==> src/cdq_pkg.sv <==
// Package: sizes, operation codes, shared types and helpers of the circular deque.
package cdq_pkg;

  localparam int unsigned DEPTH = 1024;
  localparam int unsigned IdxW  = (DEPTH > 1) ? $clog2(DEPTH) : 1;
  localparam int unsigned CntW  = $clog2(DEPTH + 1);
  localparam int unsigned CapW  = 11;
  localparam int unsigned WordW = 32;
  localparam int unsigned OpW   = 3;

  localparam logic [CapW-1:0]  CapReset  = CapW'(1024);
  localparam logic [WordW-1:0] EmptyWord = '1;

  typedef enum logic [OpW-1:0] {
    OP_PUSH_FRONT = 3'd0,
    OP_PUSH_REAR  = 3'd1,
    OP_POP_FRONT  = 3'd2,
    OP_POP_REAR   = 3'd3,
    OP_QUERY      = 3'd4
  } op_e;

  typedef enum logic {
    ST_IDLE,
    ST_READ
  } st_e;

  // Request from the controller to the slot memory
  typedef struct packed {
    logic             we;
    logic [IdxW-1:0]  waddr;
    logic [WordW-1:0] wdata;
    logic             re;
    logic [IdxW-1:0]  raddr;
  } ram_req_t;

  // Clamp the capacity register to the built ring: zero acts as one
  function automatic logic [CntW-1:0] ring_size(input logic [CapW-1:0] cap);
    logic [CntW-1:0] res;
    if (cap == '0) begin
      res = CntW'(1);
    end else if (32'(cap) > DEPTH) begin
      res = CntW'(DEPTH);
    end else begin
      res = CntW'(cap);
    end
    return res;
  endfunction

endpackage

==> src/cdq_if.sv <==
// Interfaces: request, result and capacity channels of the circular deque.
interface cdq_in_if;
  logic              valid;
  logic              ready;
  logic [2:0]        operation;
  logic signed [31:0] value;

  modport source (output valid, output operation, output value, input ready);
  modport sink   (input valid, input operation, input value, output ready);
endinterface

interface cdq_out_if;
  logic               valid;
  logic               ready;
  logic               accepted;
  logic signed [31:0] front_value;
  logic signed [31:0] rear_value;
  logic               is_empty;
  logic               is_full;

  modport source (output valid, output accepted, output front_value, output rear_value,
                  output is_empty, output is_full, input ready);
  modport sink   (input valid, input accepted, input front_value, input rear_value,
                  input is_empty, input is_full, output ready);
endinterface

interface cdq_cfg_if;
  logic        valid;
  logic        ready;
  logic [10:0] capacity;

  modport source (output valid, output capacity, input ready);
  modport sink   (input valid, input capacity, output ready);
endinterface

==> src/cdq_ctrl.sv <==
// Controller: indices, count, end-word caches, sequencer and result register.
module cdq_ctrl (
  input  logic                     clk_i,
  input  logic                     rst_ni,
  cdq_in_if.sink                   in_i,
  cdq_out_if.source                out_o,
  cdq_cfg_if.sink                  cfg_i,
  output cdq_pkg::ram_req_t        ram_req_o,
  input  logic [cdq_pkg::WordW-1:0] ram_rdata_i
);
  import cdq_pkg::*;

  st_e              state_q, state_d;
  logic [CapW-1:0]  cap_q;
  logic [IdxW-1:0]  fidx_q, fidx_d;
  logic [IdxW-1:0]  ridx_q, ridx_d;
  logic [CntW-1:0]  cnt_q, cnt_d;
  logic [WordW-1:0] fval_q, fval_d;
  logic [WordW-1:0] rval_q, rval_d;
  logic             pend_front_q, pend_front_d;
  logic             pend_full_q, pend_full_d;

  logic             out_valid_q, out_valid_d;
  logic             out_acc_q, out_acc_d;
  logic [WordW-1:0] out_front_q, out_front_d;
  logic [WordW-1:0] out_rear_q, out_rear_d;
  logic             out_empty_q, out_empty_d;
  logic             out_full_q, out_full_d;

  logic [CntW-1:0]  size;
  logic [IdxW-1:0]  last_idx;
  logic             in_fire;
  logic             out_free;
  logic             is_empty_now;
  logic             is_full_now;
  logic             ok;
  logic             load_direct;
  op_e              op;

  assign size         = ring_size(cap_q);
  assign last_idx     = IdxW'(size - CntW'(1));
  assign out_free     = !out_valid_q || out_o.ready;
  assign in_i.ready   = (state_q == ST_IDLE) && out_free;
  assign in_fire      = in_i.valid && in_i.ready;
  assign cfg_i.ready  = 1'b1;
  assign is_empty_now = (cnt_q == '0);
  assign is_full_now  = (cnt_q >= size);
  assign op           = op_e'(in_i.operation);

  // Next state, index arithmetic and memory requests
  always_comb begin
    state_d      = state_q;
    fidx_d       = fidx_q;
    ridx_d       = ridx_q;
    cnt_d        = cnt_q;
    fval_d       = fval_q;
    rval_d       = rval_q;
    pend_front_d = pend_front_q;
    pend_full_d  = pend_full_q;
    ram_req_o    = '0;
    ok           = 1'b1;
    load_direct  = 1'b0;

    case (state_q)
      ST_IDLE: begin
        if (in_fire) begin
          load_direct = 1'b1;
          case (op)
            OP_PUSH_FRONT, OP_PUSH_REAR: begin
              if (is_full_now) begin
                ok = 1'b0;
              end else begin
                cnt_d           = cnt_q + CntW'(1);
                ram_req_o.we    = 1'b1;
                ram_req_o.wdata = WordW'(in_i.value);
                if (is_empty_now) begin
                  fidx_d          = '0;
                  ridx_d          = '0;
                  ram_req_o.waddr = '0;
                  fval_d          = WordW'(in_i.value);
                  rval_d          = WordW'(in_i.value);
                end else if (op == OP_PUSH_FRONT) begin
                  fidx_d          = (fidx_q == '0) ? last_idx : fidx_q - IdxW'(1);
                  ram_req_o.waddr = fidx_d;
                  fval_d          = WordW'(in_i.value);
                end else begin
                  ridx_d          = (CntW'(ridx_q) + CntW'(1) >= size) ? '0
                                                                       : ridx_q + IdxW'(1);
                  ram_req_o.waddr = ridx_d;
                  rval_d          = WordW'(in_i.value);
                end
              end
            end
            OP_POP_FRONT, OP_POP_REAR: begin
              if (is_empty_now) begin
                ok = 1'b0;
              end else begin
                cnt_d = cnt_q - CntW'(1);
                if (cnt_q == CntW'(1)) begin
                  // Drained: return both indices to slot 0
                  fidx_d = '0;
                  ridx_d = '0;
                end else begin
                  // Fetch the new end word; the result waits in ST_READ for it
                  load_direct   = 1'b0;
                  state_d       = ST_READ;
                  ram_req_o.re  = 1'b1;
                  pend_full_d   = (cnt_d == size);
                  if (op == OP_POP_FRONT) begin
                    fidx_d          = (CntW'(fidx_q) + CntW'(1) >= size) ? '0
                                                                         : fidx_q + IdxW'(1);
                    ram_req_o.raddr = fidx_d;
                    pend_front_d    = 1'b1;
                  end else begin
                    ridx_d          = (ridx_q == '0) ? last_idx : ridx_q - IdxW'(1);
                    ram_req_o.raddr = ridx_d;
                    pend_front_d    = 1'b0;
                  end
                end
              end
            end
            default: begin
              ok = 1'b1;
            end
          endcase
        end
      end
      ST_READ: begin
        state_d = ST_IDLE;
        if (pend_front_q) begin
          fval_d = ram_rdata_i;
        end else begin
          rval_d = ram_rdata_i;
        end
      end
      default: begin
        state_d = ST_IDLE;
      end
    endcase
  end

  // Result register: load on completion, drop when taken
  always_comb begin
    out_valid_d = out_valid_q;
    out_acc_d   = out_acc_q;
    out_front_d = out_front_q;
    out_rear_d  = out_rear_q;
    out_empty_d = out_empty_q;
    out_full_d  = out_full_q;
    if (out_valid_q && out_o.ready) begin
      out_valid_d = 1'b0;
    end
    if (load_direct) begin
      out_valid_d = 1'b1;
      out_acc_d   = ok;
      out_empty_d = (cnt_d == '0);
      out_full_d  = (cnt_d == size);
      out_front_d = (cnt_d == '0) ? EmptyWord : fval_d;
      out_rear_d  = (cnt_d == '0) ? EmptyWord : rval_d;
    end else if (state_q == ST_READ) begin
      out_valid_d = 1'b1;
      out_acc_d   = 1'b1;
      out_empty_d = 1'b0;
      out_full_d  = pend_full_q;
      out_front_d = fval_d;
      out_rear_d  = rval_d;
    end
  end

  // Control state; a capacity write empties the deque
  always_ff @(posedge clk_i or negedge rst_ni) begin
    if (!rst_ni) begin
      state_q     <= ST_IDLE;
      cap_q       <= CapReset;
      fidx_q      <= '0;
      ridx_q      <= '0;
      cnt_q       <= '0;
      out_valid_q <= 1'b0;
    end else begin
      state_q     <= state_d;
      out_valid_q <= out_valid_d;
      if (cfg_i.valid) begin
        cap_q  <= cfg_i.capacity;
        fidx_q <= '0;
        ridx_q <= '0;
        cnt_q  <= '0;
      end else begin
        fidx_q <= fidx_d;
        ridx_q <= ridx_d;
        cnt_q  <= cnt_d;
      end
    end
  end

  // Payload registers
  always_ff @(posedge clk_i) begin
    fval_q       <= fval_d;
    rval_q       <= rval_d;
    pend_front_q <= pend_front_d;
    pend_full_q  <= pend_full_d;
    out_acc_q    <= out_acc_d;
    out_front_q  <= out_front_d;
    out_rear_q   <= out_rear_d;
    out_empty_q  <= out_empty_d;
    out_full_q   <= out_full_d;
  end

  assign out_o.valid       = out_valid_q;
  assign out_o.accepted    = out_acc_q;
  assign out_o.front_value = out_front_q;
  assign out_o.rear_value  = out_rear_q;
  assign out_o.is_empty    = out_empty_q;
  assign out_o.is_full     = out_full_q;

endmodule

==> src/flat_wrapper.sv <==
// flat-port wrapper written by rule: the top's interface ports become plain ports
module cdq_ctrl_flat import cdq_pkg::*;
  (clk_i, rst_ni, ram_req_o, ram_rdata_i, in_i_valid, in_i_operation, in_i_value, in_i_ready, out_o_valid, out_o_accepted, out_o_front_value, out_o_rear_value, out_o_is_empty, out_o_is_full, out_o_ready, cfg_i_valid, cfg_i_capacity, cfg_i_ready);
  cdq_in_if in_i_i ();
  cdq_out_if out_o_i ();
  cdq_cfg_if cfg_i_i ();
  input  logic clk_i;
  input  logic rst_ni;
  output cdq_pkg::ram_req_t ram_req_o;
  input  logic [cdq_pkg::WordW-1:0] ram_rdata_i;
  input wire logic [$bits(in_i_i.valid)-1:0] in_i_valid;
  input wire logic [$bits(in_i_i.operation)-1:0] in_i_operation;
  input wire logic [$bits(in_i_i.value)-1:0] in_i_value;
  output wire logic [$bits(in_i_i.ready)-1:0] in_i_ready;
  output wire logic [$bits(out_o_i.valid)-1:0] out_o_valid;
  output wire logic [$bits(out_o_i.accepted)-1:0] out_o_accepted;
  output wire logic [$bits(out_o_i.front_value)-1:0] out_o_front_value;
  output wire logic [$bits(out_o_i.rear_value)-1:0] out_o_rear_value;
  output wire logic [$bits(out_o_i.is_empty)-1:0] out_o_is_empty;
  output wire logic [$bits(out_o_i.is_full)-1:0] out_o_is_full;
  input wire logic [$bits(out_o_i.ready)-1:0] out_o_ready;
  input wire logic [$bits(cfg_i_i.valid)-1:0] cfg_i_valid;
  input wire logic [$bits(cfg_i_i.capacity)-1:0] cfg_i_capacity;
  output wire logic [$bits(cfg_i_i.ready)-1:0] cfg_i_ready;
  assign in_i_i.valid = in_i_valid;
  assign in_i_i.operation = in_i_operation;
  assign in_i_i.value = in_i_value;
  assign in_i_ready = in_i_i.ready;
  assign out_o_valid = out_o_i.valid;
  assign out_o_accepted = out_o_i.accepted;
  assign out_o_front_value = out_o_i.front_value;
  assign out_o_rear_value = out_o_i.rear_value;
  assign out_o_is_empty = out_o_i.is_empty;
  assign out_o_is_full = out_o_i.is_full;
  assign out_o_i.ready = out_o_ready;
  assign cfg_i_i.valid = cfg_i_valid;
  assign cfg_i_i.capacity = cfg_i_capacity;
  assign cfg_i_ready = cfg_i_i.ready;
  cdq_ctrl u_core (.clk_i(clk_i), .rst_ni(rst_ni), .in_i(in_i_i), .out_o(out_o_i), .cfg_i(cfg_i_i), .ram_req_o(ram_req_o), .ram_rdata_i(ram_rdata_i));
endmodule
==> config.mk <==
export PLATFORM = sky130hd
export DESIGN_NAME = cdq_ctrl_flat
export DESIGN_NICKNAME = d
export VERILOG_FILES = /design/src/cdq_pkg.sv /design/src/cdq_if.sv /design/src/cdq_ctrl.sv /design/src/flat_wrapper.sv
export SDC_FILE = /design/constraint.sdc
export NUM_CORES = 1
export LEC_CHECK = 0
export BUFFER_PORTS_ARGS = -buffer_cell sky130_fd_sc_hd__buf_2
export CAP_MARGIN = 20
export CORE_UTILIZATION = 50
export CTS_CLUSTER_DIAMETER = 150
export CTS_CLUSTER_SIZE = 14
export DETAILED_ROUTE_END_ITERATION = 12
export MAX_ROUTING_LAYER = met4
export PLACE_DENSITY = 0.73
export SETUP_SLACK_MARGIN = 0.4
export SLEW_MARGIN = 20
export SYNTH_ARGS = -nofsm -noshare
export SYNTH_HDL_FRONTEND = slang
export SYNTH_SLANG_ARGS = --single-unit
==> constraint.sdc <==
create_clock -name clk_i -period 7.1 [get_ports clk_i]
set_clock_uncertainty 0.1 [all_clocks]
set_input_delay 1.42 -clock clk_i [delete_from_list [all_inputs] [get_ports clk_i]]
set_output_delay 1.42 -clock clk_i [all_outputs]
set_load 0.03 [all_outputs]
==> out/qor.txt, run 1 <==
Status: complete, no violations
Slew margin rel.: 27.9%
Full die area: 23900 um2
Yosys top cell area share: 17.8%
CTS tree: done
Instance count of the mapped netlist: 1189
EDFF count, synth: 69
Crit share post-route: 86.6%
Area occupied by registers: 4460 um2
Pwr/cell area: 331 nW/um2
Max Slew Vio Count: 0
Top-count cell post-synth: mux2i_1
Routed WL: 34400 um
Least-Margin Pin Slew: 1.08 ns
# Post-CTS Setup Buffers: 0
Ranking of synthesized cells by area: edfxtp_1, mux2i_1, dfxtp_1, dfrtp_1, ha_1
Max_cap viols: 0
Arrival time at the worst endpoint: 4.63 ns
Post-DR wirelength/cell: 21.0 um
CP startpoint kind: register
Antenna violations before repair: 2
Syn Std Cell Area: 11600 um2
Leak: 5.71 nW
Longest Clk Path Bufs: 2
CTS root buffer: clkbuf_16
Non-filler cells, final: 1641
Worst hold slack: 0.462 ns
Post-synth net total: 1313
Yosys warns: 0
Element type at the critical path end: primary output
Vias in the first global route: 9823
Starting Density: 51.2%
Seq/Total Area, Yosys: 38.3%
Fraction of layout cells with a size suffix above 1: 24.4%
Routed vias: 9996
Post-DP HPWL: 24600 um
Initial DRC Count: 769
Setup violations, final: 0
First-pass DRT Iterations: 5
Placeable Area: 22700 um2
IO Pins: 207
Max VDD drop: 207 uV
Post-synth top cells: mux2i_1, nor2_1, edfxtp_1
Die Span X: 155 um
First-pass GRT wire length: 53500 um
Setup TNS: 0 ns
Post-Place Worst Slack: 1.47 ns
Final WS setup: 0.949 ns
Layout Nets: 1465
Area of the multi-input gates: 6700 um2
Placed insts: 1606
Commonest register cell after synthesis: edfxtp_1
Synth Register Bits: 177
Unique masters post-synth: 82
Minimum clock period: 6.15 ns
PortBufs: 205
DRC viols: 0
Worst Path Required: 5.58 ns
Cts-stage hold buffer count: 0
GRT Total Usage: 29.8%
Min-delay worst type: reg2reg
Site Rows: 55
Routed Antenna Nets: 0
Largest net degree at the start of global routing: 68
Critical path class: reg2out
# resized after CTS: 0
Area leader, netlist: edfxtp_1
Synthesis-to-finish area growth: 15.2%
RePlAce Congestion: 0.957
Avg Synthesized Cell Area: 9.79 um2
Highest clock rate: 163 MHz
GRT Residual Overflow: 0
Worst-Skew Late Latency: 0.44 ns
Die Span Y: 155 um
Hold Fails Final Rpt: 0
Worst-path clk slew: 0.09 ns
Vias/cell: 6.09
Htree depth: 4
Ys async rst share: 24.9%
RSZ-0062 raised after global routing: no
CP Max Fanout: 21
Clk sinks: 177
Fillers: 1968
CTS buffer count: 17
[state kept, by name (all words and copies together), names as in the netlist]
signal / cells
u_core.pend_front_q: 1
u_core.out_o.rear_value: 32
u_core.fidx_q: 10
u_core.fval_q: 32
u_core.rval_q: 32
u_core.out_o.is_full: 1
u_core.pend_full_q: 1
u_core.out_o.valid: 1
u_core.out_o.is_empty: 1
u_core.state_q: 1
u_core.cnt_q: 11
u_core.ridx_q: 10
u_core.out_o.accepted: 1
u_core.cap_q: 11
u_core.out_o.front_value: 32
[routing by layer]
layer	GRT usage, %	vias to the layer above	wire length, um
met4	13.9	0	1210
met1	37.0	4849	14100
met3	4.74	90	2460
met5	-	-	0
li1	-	4640	-
met2	47.6	417	16700
[critical path: stages (launching register included)]
cell	delay (ns)
dfrtp_1	0.41
nor3_1	0.40
a41oi_1	0.25
or2_2	0.37
inv_1	0.21
ha_1	0.27
nand2b_1	0.15
a21o_1	0.17
a21o_1	0.18
a21o_1	0.17
a21oi_1	0.14
o211ai_1	0.09
nand2_1	0.55
nand3_1	0.16
a21boi_0	0.37
buf_2	0.28
[layout by cell type, fill, tap and decap left out, types with 24 or more instances in the layout]
cell type  synthesis  layout
and3_1            47      47
dfrtp_1           43      42
a21oi_1           50      50
dfxtp_1           64      64
buf_2             12     205
nand2b_1          32      32
mux2i_1          195     195
nand2b_2          44      44
o21ai_0           34      34
nor2_1            84      84
xnor2_1           40      40
ha_1              41      41
edfxtp_1          69      69
inv_1             24      24
nand3_1           41      41
nand2_1           63      63
[through the flow]
step                      instance area (um2)  utilization, %  total power, mW
after floorplan                         11600               -             2.95
after global placement                  12700            56.0             3.36
after detailed placement                12700            56.0             3.42
after CTS                               13400            58.8             4.42
after global routing                    13400            59.0             4.67
final                                   13400            59.0             4.43
[area by class of cell]
type	count	share of cell area [%]
Antenna cell	2	0.0373
Inverter	24	0.672
Multi-Input combinational cell	902	50.0
Clock inverter	15	1.56
Timing Repair Buffer	219	8.59
Tap cell	285	2.66
Clock buffer	17	3.17
Sequential cell	177	33.3
[kinds of logic (layout without fill, tap and decap cells)]
| family | count (synthesis) | after routing | share of synthesized area (%) |
|---|---|---|---|
| AO/OA/AOI/OAI | 188 | 188 | 11.0 |
| XOR/XNOR | 59 | 59 | 4.44 |
| adder cells (fa/ha/maj) | 41 | 41 | 4.41 |
| buffers and inverters | 110 | 275 | 4.38 |
| flip-flops | 177 | 177 | 38.3 |
| multiplexers | 203 | 203 | 17.6 |
| other | 1 | 3 | 0.0322 |
| AND/OR/NAND/NOR | 410 | 410 | 19.9 |
[power breakdown]
part	internal (mW)	total, mW	switching, mW
Clock	0.492	1.00	0.509
Sequential	1.48	1.67	0.187
Combinational	0.673	1.76	1.09
[final timing paths]
path                            depth (start not counted)         startpoint                    endpoint  slack, ns
worst max-delay path                                   15    u_core.cap_q[1]                ram_req_o[1]       0.95
worst min-delay path                                    2  u_core.fval_q[20]           u_core.fval_q[20]       0.46
worst max register to register                         13    u_core.cap_q[1]  u_core.out_o.rear_value[0]       1.27
worst min register to register                          2  u_core.fval_q[20]           u_core.fval_q[20]       0.46
max in group asynchronous                               2             rst_ni              u_core.state_q       5.46
min in group asynchronous                               2             rst_ni            u_core.ridx_q[7]       0.96
Note: power is estimated with default switching activity, not from simulation.
==> inputs of run 2 (changes only) <==
--- a/config.mk
+++ b/config.mk
@@ -13,6 +13,7 @@
 export DETAILED_ROUTE_END_ITERATION = 12
 export MAX_ROUTING_LAYER = met4
 export PLACE_DENSITY = 0.73
+export RECOVER_POWER = 100
 export SETUP_SLACK_MARGIN = 0.4
 export SLEW_MARGIN = 20
 export SYNTH_ARGS = -nofsm -noshare
==> out/qor.txt, run 2 (synthesis results as in run 1) <==
GRT Total Usage: 29.8% (unchanged)
Area occupied by registers: 4460 um2 (unchanged)
Starting Density: 51.2% (unchanged)
Max VDD drop: 204 uV (-1.8%)
Pwr/cell area: 333 nW/um2 (+0.83%)
# resized after CTS: 0 (unchanged)
First-pass GRT wire length: 53500 um (unchanged)
CTS tree: done
Commonest non-fill, non-tap cell in the layout: mux2i_1
Setup TNS: 0 ns (unchanged)
Cts-stage hold buffer count: 0 (unchanged)
Max Slew Vio Count: 211 (+211)
Fillers: 2036 (+3.5%)
Most frequent cells in the layout: mux2i_1, clkbuf_1, buf_2
Finished layout cell area: 13200 um2 (-1.4%)
Setup violations, final: 0 (unchanged)
PortBufs: 205 (unchanged)
CP Max Fanout: 11 (-48%)
Vias in the first global route: 9823 (unchanged)
Worst-path clk slew: 0.09 ns (about the same)
Routed Antenna Nets: 0 (unchanged)
Highest clock rate: 156 MHz (-4.1%)
Leak: 5.29 nW (-7.3%)
Post-DR wirelength/cell: 21.0 um (about the same)
First-pass DRT Iterations: 5 (unchanged)
Site Rows: 55 (unchanged)
Full die area: 23900 um2 (unchanged)
RSZ-0062 raised after global routing: no
Non-filler cells, final: 1641 (unchanged)
DRC viols: 0 (unchanged)
Element type at the critical path end: primary output
Antenna violations before repair: 2 (unchanged)
Crit share post-route: 90.3% (+3.7 points)
Layout Nets: 1465 (unchanged)
Largest net degree at the start of global routing: 68 (unchanged)
Htree depth: 4 (unchanged)
RePlAce Congestion: 0.957 (unchanged)
IO Pins: 207 (unchanged)
Worst Path Required: 5.58 ns (about the same)
Placed insts: 1606 (unchanged)
GRT Residual Overflow: 0 (unchanged)
Vias/cell: 6.07 (-0.42%)
Clk sinks: 177 (unchanged)
Routed WL: 34500 um (about the same)
Fraction of layout cells with a size suffix above 1: 14.9% (-9.5 points)
Slew margin rel.: -118% (-150 points)
Least-Margin Pin Slew: 3.27 ns (+2.18 ns)
CTS buffer count: 17 (unchanged)
Pwr Total: 4.40 mW (-0.63%)
Post-DP HPWL: 24600 um (unchanged)
Die Span X: 155 um (unchanged)
Critical path class: reg2out
Initial DRC Count: 790 (+2.7%)
Longest Clk Path Bufs: 2 (unchanged)
CP startpoint kind: register
Hold Fails Final Rpt: 0 (unchanged)
Area of the multi-input gates: 6670 um2 (-0.45%)
Failing checks: capacitance limit, slew limit
Placed cell area: 12700 um2 (unchanged)
Placeable Area: 22700 um2 (unchanged)
Synthesis-to-finish area growth: 13.5%
Worst-Skew Late Latency: 0.45 ns (about the same)
CTS root buffer: clkbuf_16
Routed vias: 9954 (-0.42%)
Max_cap viols: 5 (+5)
Die Span Y: 155 um (unchanged)
Min-delay worst type: reg2reg
Minimum clock period: 6.41 ns (+0.263 ns)
Arrival time at the worst endpoint: 4.89 ns (+0.26 ns)
Status: complete, but fails checks
# Post-CTS Setup Buffers: 0 (unchanged)
## run 2: final cells by class
class | instances | area share, %
clock buffer | 17 | 3.22
multi-input combinational | 902 | 50.5
inverter | 24 | 0.682
tap | 285 | 2.70
timing repair buffer | 219 | 7.48
antenna | 2 | 0.0379
sequential | 177 | 33.8
clock inverter | 15 | 1.58
## run 2: through the flow
stage	setup slack, ns	utilization, %	hold WS [ns]
after floorplan	1.89	-	0.396
after global placement	1.70	56.0	0.428
after detailed placement	1.47	56.0	0.444
after CTS	1.04	58.8	0.466
after global routing	0.380	58.2	0.486
final	0.686	58.2	0.462
## run 2: critical path, stage by stage, from the launching register on
cell and delay, ns:
dfrtp_1 0.41, nor3_1 0.40, nand3_1 0.15, o31ai_1 0.41
nand2_1 0.39, ha_1 0.42, a21oi_1 0.13, o21ai_0 0.13
o31a_1 0.51, nor2_1 0.53, nand2_1 0.42, a21oi_1 0.23
clkbuf_1 0.33
## run 2: routing by layer
layer	track usage [%]	part of all wire, %	vias up
met5	-	0	-
met4	13.9	3.7	0
met3	4.74	7.4	95
met2	47.6	48	430
met1	37.0	41	4792
li1	-	-	4637
## run 2: path summary, 6_finish.rpt
kind	from	slack, ns	depth (start not counted)	endpoint
setup / recovery	u_core.cap_q[1]	0.69	12	ram_req_o[51]
hold / removal	u_core.fval_q[20]	0.46	2	u_core.fval_q[20]
setup reg to reg	u_core.cap_q[1]	0.74	13	u_core.out_o.rear_value[31]
hold reg to reg	u_core.fval_q[20]	0.46	2	u_core.fval_q[20]
max in group asynchronous	rst_ni	3.33	2	u_core.state_q
min in group asynchronous	rst_ni	1.76	2	u_core.ridx_q[7]
## run 2: where the power goes
group	leakage, nW	switching [mW]	internal (mW)
Sequential	1.76	0.193	1.48
Combinational	3.23	1.08	0.637
Clock	0.304	0.511	0.492
==> inputs of run 3 (changes only) <==
==> constraint.sdc (replaced) <==
create_clock -name clk_i -period 7.1 [get_ports clk_i]
set_clock_uncertainty 0.1 [all_clocks]
set_input_delay 0.71 -clock clk_i [delete_from_list [all_inputs] [get_ports clk_i]]
set_output_delay 0.71 -clock clk_i [all_outputs]
set_load 0.03 [all_outputs]
==> out/qor.txt, run 3 (synthesis results as in run 1) <==
Placed insts: 1606 (unchanged)
Commonest non-fill, non-tap cell in the layout: mux2i_1
Sw Ratio: 40.4% (-0.23 points)
Flop pwr share: 38.2% (about the same)
Worst-path clk slew: 0.08 ns (about the same)
CTS buffer count: 17 (unchanged)
Crit share post-route: 83.2% (-7.1 points)
Synthesis-to-finish area growth: 13.6% (about the same)
Routed Antenna Nets: 0 (unchanged)
Antenna violations before repair: 0 (-2)
Min-delay worst type: in2reg
Post-DP HPWL: 24200 um (-1.6%)
Most frequent cells in the layout: mux2i_1, clkbuf_1, nor2_1
Starting Density: 51.2% (unchanged)
Setup violations, final: 0 (unchanged)
Hold Fails Final Rpt: 0 (unchanged)
Non-filler cells, final: 1639 (-0.12%)
Clk pwr share: 22.9% (about the same)
Setup TNS: 0 ns (unchanged)
Fillers: 2046 (+0.49%)
Routed vias: 10000 (+0.60%)
Layout Nets: 1465 (unchanged)
Die Span Y: 155 um (unchanged)
First-pass GRT wire length: 52800 um (-1.2%)
Switching Power: 1.77 mW (-0.93%)
Placeable Area: 22700 um2 (unchanged)
CP Max Fanout: 26 (+15)
Clk sinks: 177 (unchanged)
Post-DR wirelength/cell: 20.6 um (-1.7%)
Largest net degree at the start of global routing: 68 (unchanged)
CTS root buffer: clkbuf_16
Arrival time at the worst endpoint: 6.09 ns (+1.20 ns)
# Post-CTS Setup Buffers: 0 (unchanged)
Vias/cell: 6.11 (+0.73%)
Max_cap viols: 3 (-2)
Leak: 5.28 nW (-0.20%)
DRC viols: 0 (unchanged)
Comb power frac: 38.9% (-0.2 points)
Finished layout cell area: 13200 um2 (about the same)
Status: complete, but fails checks
# resized after CTS: 0 (unchanged)
GRT Residual Overflow: 0 (unchanged)
Slew margin rel.: -114% (+3.3 points)
Fraction of layout cells with a size suffix above 1: 14.7% (-0.22 points)
Highest clock rate: 169 MHz (+8.5%)
Die Span X: 155 um (unchanged)
Longest Clk Path Bufs: 2 (unchanged)
Internal power: 2.61 mW (about the same)
RSZ-0062 raised after global routing: no
Failing checks: capacitance limit, slew limit
Minimum clock period: 5.91 ns (-0.504 ns)
Pwr/cell area: 332 nW/um2 (-0.42%)
Final core occ: 58.2% (about the same)
Htree depth: 4 (unchanged)
Max VDD drop: 188 uV (-7.7%)
Worst hold slack: 0.377 ns (-0.0851 ns)
Routed WL: 33800 um (-1.8%)
Max Slew Vio Count: 146 (-31%)
Worst Path Required: 7.28 ns (+1.70 ns)
Initial DRC Count: 796 (+0.76%)
Diode count: 0 (-2)
CTS tree: done
Vias in the first global route: 9727 (-0.98%)
PortBufs: 205 (unchanged)
Worst-Skew Late Latency: 0.44 ns (about the same)
Cts-stage hold buffer count: 0 (unchanged)
IO Pins: 207 (unchanged)
R2R Setup Slk: 1.19 ns (+0.45 ns)
Site Rows: 55 (unchanged)
GRT Total Usage: 29.2% (-0.61 points)
Least-Margin Pin Slew: 3.22 ns (-0.0489 ns)
Full die area: 23900 um2 (unchanged)
RePlAce Congestion: 0.974 (+1.8%)
CP startpoint kind: register
First-pass DRT Iterations: 5 (unchanged)
Critical path class: reg2reg
Element type at the critical path end: register
Placed cell area: 12700 um2 (unchanged)
## run 3: per-stage QoR
step                      total power, mW  setup slack (ns)
after floorplan                      2.95              2.60
after CTS                            4.41              1.68
after global routing                 4.62             0.653
after detailed placement             3.41              1.71
final                                4.38              1.19
after global placement               3.34              1.94
## run 3: final timing paths
check                              startpoint                     endpoint  depth (start not counted)
max in group asynchronous              rst_ni              u_core.cnt_q[2]                          2
min in group asynchronous              rst_ni             u_core.ridx_q[6]                          2
min reg2reg                   u_core.cap_q[8]              u_core.cap_q[8]                          1
max                           u_core.cap_q[1]  u_core.out_o.rear_value[26]                         13
max reg2reg                   u_core.cap_q[1]  u_core.out_o.rear_value[26]                         13
min                        cfg_i_capacity[10]             u_core.cap_q[10]                          3
## run 3: cell type report
type | count | area (um2) | share of cell area, %
Timing Repair Buffer | 219 | 987 | 7.47
Inverter | 24 | 90.1 | 0.682
Clock inverter | 15 | 215 | 1.63
Sequential cell | 177 | 4460 | 33.7
Multi-Input combinational cell | 902 | 6680 | 50.6
Tap cell | 285 | 357 | 2.70
Clock buffer | 17 | 425 | 3.22
## run 3: power by group through the flow
stage | clock, mW | sequential [mW] | combinational [mW]
2_1_floorplan | 0 | 1.86 | 1.09
3_3_place_gp | 0 | 1.66 | 1.68
3_5_place_dp | 0 | 1.68 | 1.73
4_1_cts | 1.01 | 1.66 | 1.73
5_1_grt | 1.06 | 1.71 | 1.85
6_report | 1.00 | 1.68 | 1.70
## run 3: routing by layer
metal  track usage, %  part of all wire (%)  up-vias
met4             9.67                   2.9        0
met3             7.00                   8.3       71
met2             46.4                    48      461
li1                 -                     -     4629
met1             36.5                    41     4853
met5                -                     0        -
## run 3: worst max-delay path, stage by stage, from the launching register on
cell,delay (ns)
dfrtp_1,0.40
nor3_1,0.42
nand3_1,0.16
o31ai_1,0.41
nand2_1,0.39
ha_1,0.43
a21oi_1,0.06
o21ai_0,0.37
o31a_1,0.60
nor2_1,0.26
a211oi_1,0.73
nand4_4,0.52
clkbuf_2,0.65
nand2b_2,0.23
